==> src/sv/regfile_and_bounded_byte_memory_macros.svh <==
// ----------------------------------------------------------------------------
// regfile_and_bounded_byte_memory assertion macros
// shared concurrent assertion forms, clocked on clk, quiet while arst_n is low
// ----------------------------------------------------------------------------
`ifndef REGFILE_AND_BOUNDED_BYTE_MEMORY_MACROS_SVH
`define REGFILE_AND_BOUNDED_BYTE_MEMORY_MACROS_SVH

// consequent must hold in the same cycle as the antecedent
`define RBM_ASSERT_SAME(lbl, ante, cons, msg) \
	lbl: assert property (@(posedge clk) disable iff (!arst_n) (ante) |-> (cons)) \
		else $error(msg);

// consequent must hold in the cycle after the antecedent
`define RBM_ASSERT_NEXT(lbl, ante, cons, msg) \
	lbl: assert property (@(posedge clk) disable iff (!arst_n) (ante) |=> (cons)) \
		else $error(msg);

`endif

==> src/sv/rbm_ram.sv <==
// ----------------------------------------------------------------------------
// rbm_ram
// generic simple dual port ram, one write and one registered read port
// ----------------------------------------------------------------------------
module rbm_ram #(
	parameter int unsigned WIDTH = 8,
	parameter int unsigned DEPTH = 16
) (
	input  logic                                        clk,
	input  logic                                        we,
	input  logic [((DEPTH > 1) ? $clog2(DEPTH) : 1)-1:0] waddr,
	input  logic [WIDTH-1:0]                            wdata,
	input  logic                                        re,
	input  logic [((DEPTH > 1) ? $clog2(DEPTH) : 1)-1:0] raddr,
	output logic [WIDTH-1:0]                            rdata
);

	logic [WIDTH-1:0] mem [DEPTH];

	always_ff @(posedge clk) begin
		if (we) begin
			mem[waddr] <= wdata;
		end
		if (re) begin
			rdata <= mem[raddr];
		end
	end

endmodule

==> config.mk <==
export PLATFORM = sky130hd
export DESIGN_NAME = rbm_ram
export DESIGN_NICKNAME = d
export VERILOG_FILES = /design/src/sv/regfile_and_bounded_byte_memory_macros.svh /design/src/sv/rbm_ram.sv
export SDC_FILE = /design/constraint.sdc
export NUM_CORES = 1
export LEC_CHECK = 0
export ABC_AREA = 1
export BUFFER_PORTS_ARGS = -buffer_cell sky130_fd_sc_hd__buf_2
export CAP_MARGIN = 10
export CORE_UTILIZATION = 57
export CTS_BUF_LIST = sky130_fd_sc_hd__clkbuf_8
export DETAILED_ROUTE_END_ITERATION = 8
export PLACE_DENSITY = 0.78
export SYNTH_ARGS = -nofsm -noshare
export SYNTH_HDL_FRONTEND = slang
export SYNTH_SLANG_ARGS = --single-unit
==> constraint.sdc <==
create_clock -name clk -period 0.95 [get_ports clk]
set_input_delay 0.0475 -clock clk [delete_from_list [all_inputs] [get_ports clk]]
set_output_delay 0.0475 -clock clk [all_outputs]
set_load 0.005 [all_outputs]
==> results.json <==
{
  "synth_cells": 551,
  "cp-end-kind": "register",
  "cts-root-buf": "clkbuf_8",
  "setup_slack_ns": -0.188,
  "pre_cts_slack_ns": -0.298,
  "area_growth_pct": 20.6,
  "antenna_found_initial": 0,
  "synth_compound_area_frac": 0,
  "final_max_slew_viol_count": 0,
  "status": "finished with violations",
  "dr.pass1.iters": 5,
  "finClkSkew_ns": 0.0121,
  "grt_pass1_vias": 3891,
  "hold_violations": 0,
  "ys_seq_elements": 136,
  "grt_pass1_wl_um": 20200,
  "initial_core_util": 0.593,
  "ant_nets": 0,
  "synth_fa_ha_area_frac": 0,
  "ys_types": 11,
  "yosysWarnings": 0,
  "arrival_ns": 1.33,
  "finalInstanceArea_um2": 7050,
  "synth_largest_area_cell": "edfxtp_1",
  "final_nets": 627,
  "grt-ovfl-total": 0,
  "via_per_inst": 5.40,
  "grt_use_total": 0.273,
  "cts_sinks": 136,
  "synth-xor-area-share": 0,
  "period_share": 1.20,
  "whs_ns": 0.0247,
  "dpl-instance-area_um2": 6320,
  "die-area_um2": 10700,
  "synth-seq-area-share": 0.698,
  "cts-root-to-sink-buffers": 2,
  "worst-endpoint-required_ns": 1.14,
  "total_power_mw": 12.5,
  "synthMuxAreaShare": 0,
  "cp_max_fo": 1,
  "tritoncts": "yes",
  "startpoint_type": "register",
  "gp_congestion": 0.949,
  "synth_area_um2": 5850,
  "relSlewSlack": 0.747,
  "std_cell_rows": 36,
  "synth_area_leaders": "edfxtp_1 (70%), nand2_1 (11%), nand3_1 (8.3%)",
  "route.detailed.drc": 0,
  "clk_latency_ns": 0.44,
  "drt-initial-drc-count": 353,
  "hp-class": "in2reg",
  "ios": 27,
  "portBuffers": 26,
  "synth_top_family_by_area": "simple AND/OR/NAND/NOR gates",
  "p_leak_nw": 3.06,
  "timing.max_cap.violations": 0,
  "fmaxAchievable_mhz": 879,
  "drive_gt1_frac": 0.271,
  "diodes": 0,
  "synth_fp_nets": 570,
  "wire_per_inst_um": 17.9,
  "fillCellCount": 634,
  "vias": 4069,
  "worstMarginPinSlew_ns": 0.379,
  "htree_levels": 4,
  "crit_type": "reg2reg",
  "clkTransAtPathRegs_ns": 0.09,
  "yosys.area_share.simple": 0.208,
  "die_h_um": 103,
  "powerDensity_nw_per_um2": 1780,
  "rsz0062_at_grt": "yes",
  "grt_max_degree": 45,
  "timing.final.crit_period_ns": 1.14,
  "syn_avg_cell_area_um2": 10.6,
  "setup_viol": 16,
  "die_w_um": 103,
  "ir_drop_mv": 1.24,
  "wl_um": 13500,
  "cts_buffers": 17,
  "violations": "setup timing",
  "yosysTopAreaCellShare": 0.698,
  "core_area_um2": 9860,
  "place_hpwl_um": 8300
}
sequential cells by signal, indices dropped and copies added (netlist names):
name / cells
rdata: 8
mem: 128
synthesized netlist by cell type:
master    number
nand2_1      173
buf_6          6
nand3b_1       2
nor2_1        17
inv_2          2
buf_1          1
buf_4          4
inv_1        100
nand3_1       97
buf_2         13
edfxtp_1     136
power by group:
part           switching (mW)  internal (mW)  leakage [nW]  total [mW]
Clock                    2.18           2.55         0.194        4.74
Combinational           0.669          0.340          1.63        1.01
Sequential             0.0456           6.75          1.24        6.80
Total                    2.90           9.65          3.06        12.5
repair_timing:
item / 4_1_cts / 5_1_grt
buffers inserted: 0 / 0
endpoints found under the hold margin: 8 / 0
hold buffers: 1 / 0
pin swaps: 38 / 26
endpoints found under the setup margin: 16 / 16
resized for setup: 34 / 42
per-layer routing:
layer / up-vias / GRT usage / share of wire
met5: - / 0 / 0
met2: 207 / 0.451 / 0.50
met4: 0 / 0.0953 / 0.025
met3: 27 / 0.0786 / 0.087
met1: 1939 / 0.348 / 0.39
li1: 1896 / - / -
path summary, 6_finish.rpt:
| check | startpoint | end | slack [ns] | depth (start not counted) |
|---|---|---|---|---|
| setup / recovery | mem[1][3] | rdata[3] | -0.19 | 6 |
| hold / removal | wdata[1] | mem[1][1] | 0.02 | 1 |
| setup reg to reg | mem[1][3] | rdata[3] | -0.19 | 6 |
| hold reg to reg | mem[12][2] | rdata[2] | 0.77 | 6 |
per-stage QoR:
step	std cells	TNS, ns	util
after detailed placement	721	-11.52	0.641
after global routing	754	-2.36	0.715
after global placement	721	-7.23	0.641
after floorplan	551	-4.00	-
final	754	-1.66	0.715
after CTS	754	-1.55	0.698
worst max-delay path, stage by stage, from the launching register on:
cell and delay [ns]:
edfxtp_1 0.39, inv_1 0.09, nand2_2 0.06, nand3_2 0.08
nand3_2 0.10, nand3_2 0.10, nand2_1 0.06
logic make-up (layout without fill, tap and decap cells):
kind of cell | Yosys count | after routing
AND/OR/NAND/NOR | 289 | 289
buffers and inverters | 126 | 196
flip-flops | 136 | 136
layout by cell type, fill, tap and decap left out, types with 3 or more instances in the layout:
cell / instances
edfxtp_1: 136
buf_2: 26
clkinv_1: 4
clkinvlp_4: 3
nor2_1: 15
bufinv_16: 3
nand2_1: 161
buf_4: 29
nand2_2: 12
buf_12: 6
inv_2: 6
clkbuf_8: 17
inv_1: 97
nand3_2: 60
nand3_1: 37
cell type report:
cell class	count	area [µm²]	share of cell area
sequential	136	4080	0.579
tap	133	166	0.0236
clock buffer	17	234	0.0332
clock inverter	15	159	0.0225
timing repair buffer	62	478	0.0678
inverter	102	383	0.0543
multi-input combinational	289	1550	0.220
Note: power is estimated with default switching activity, not from simulation.
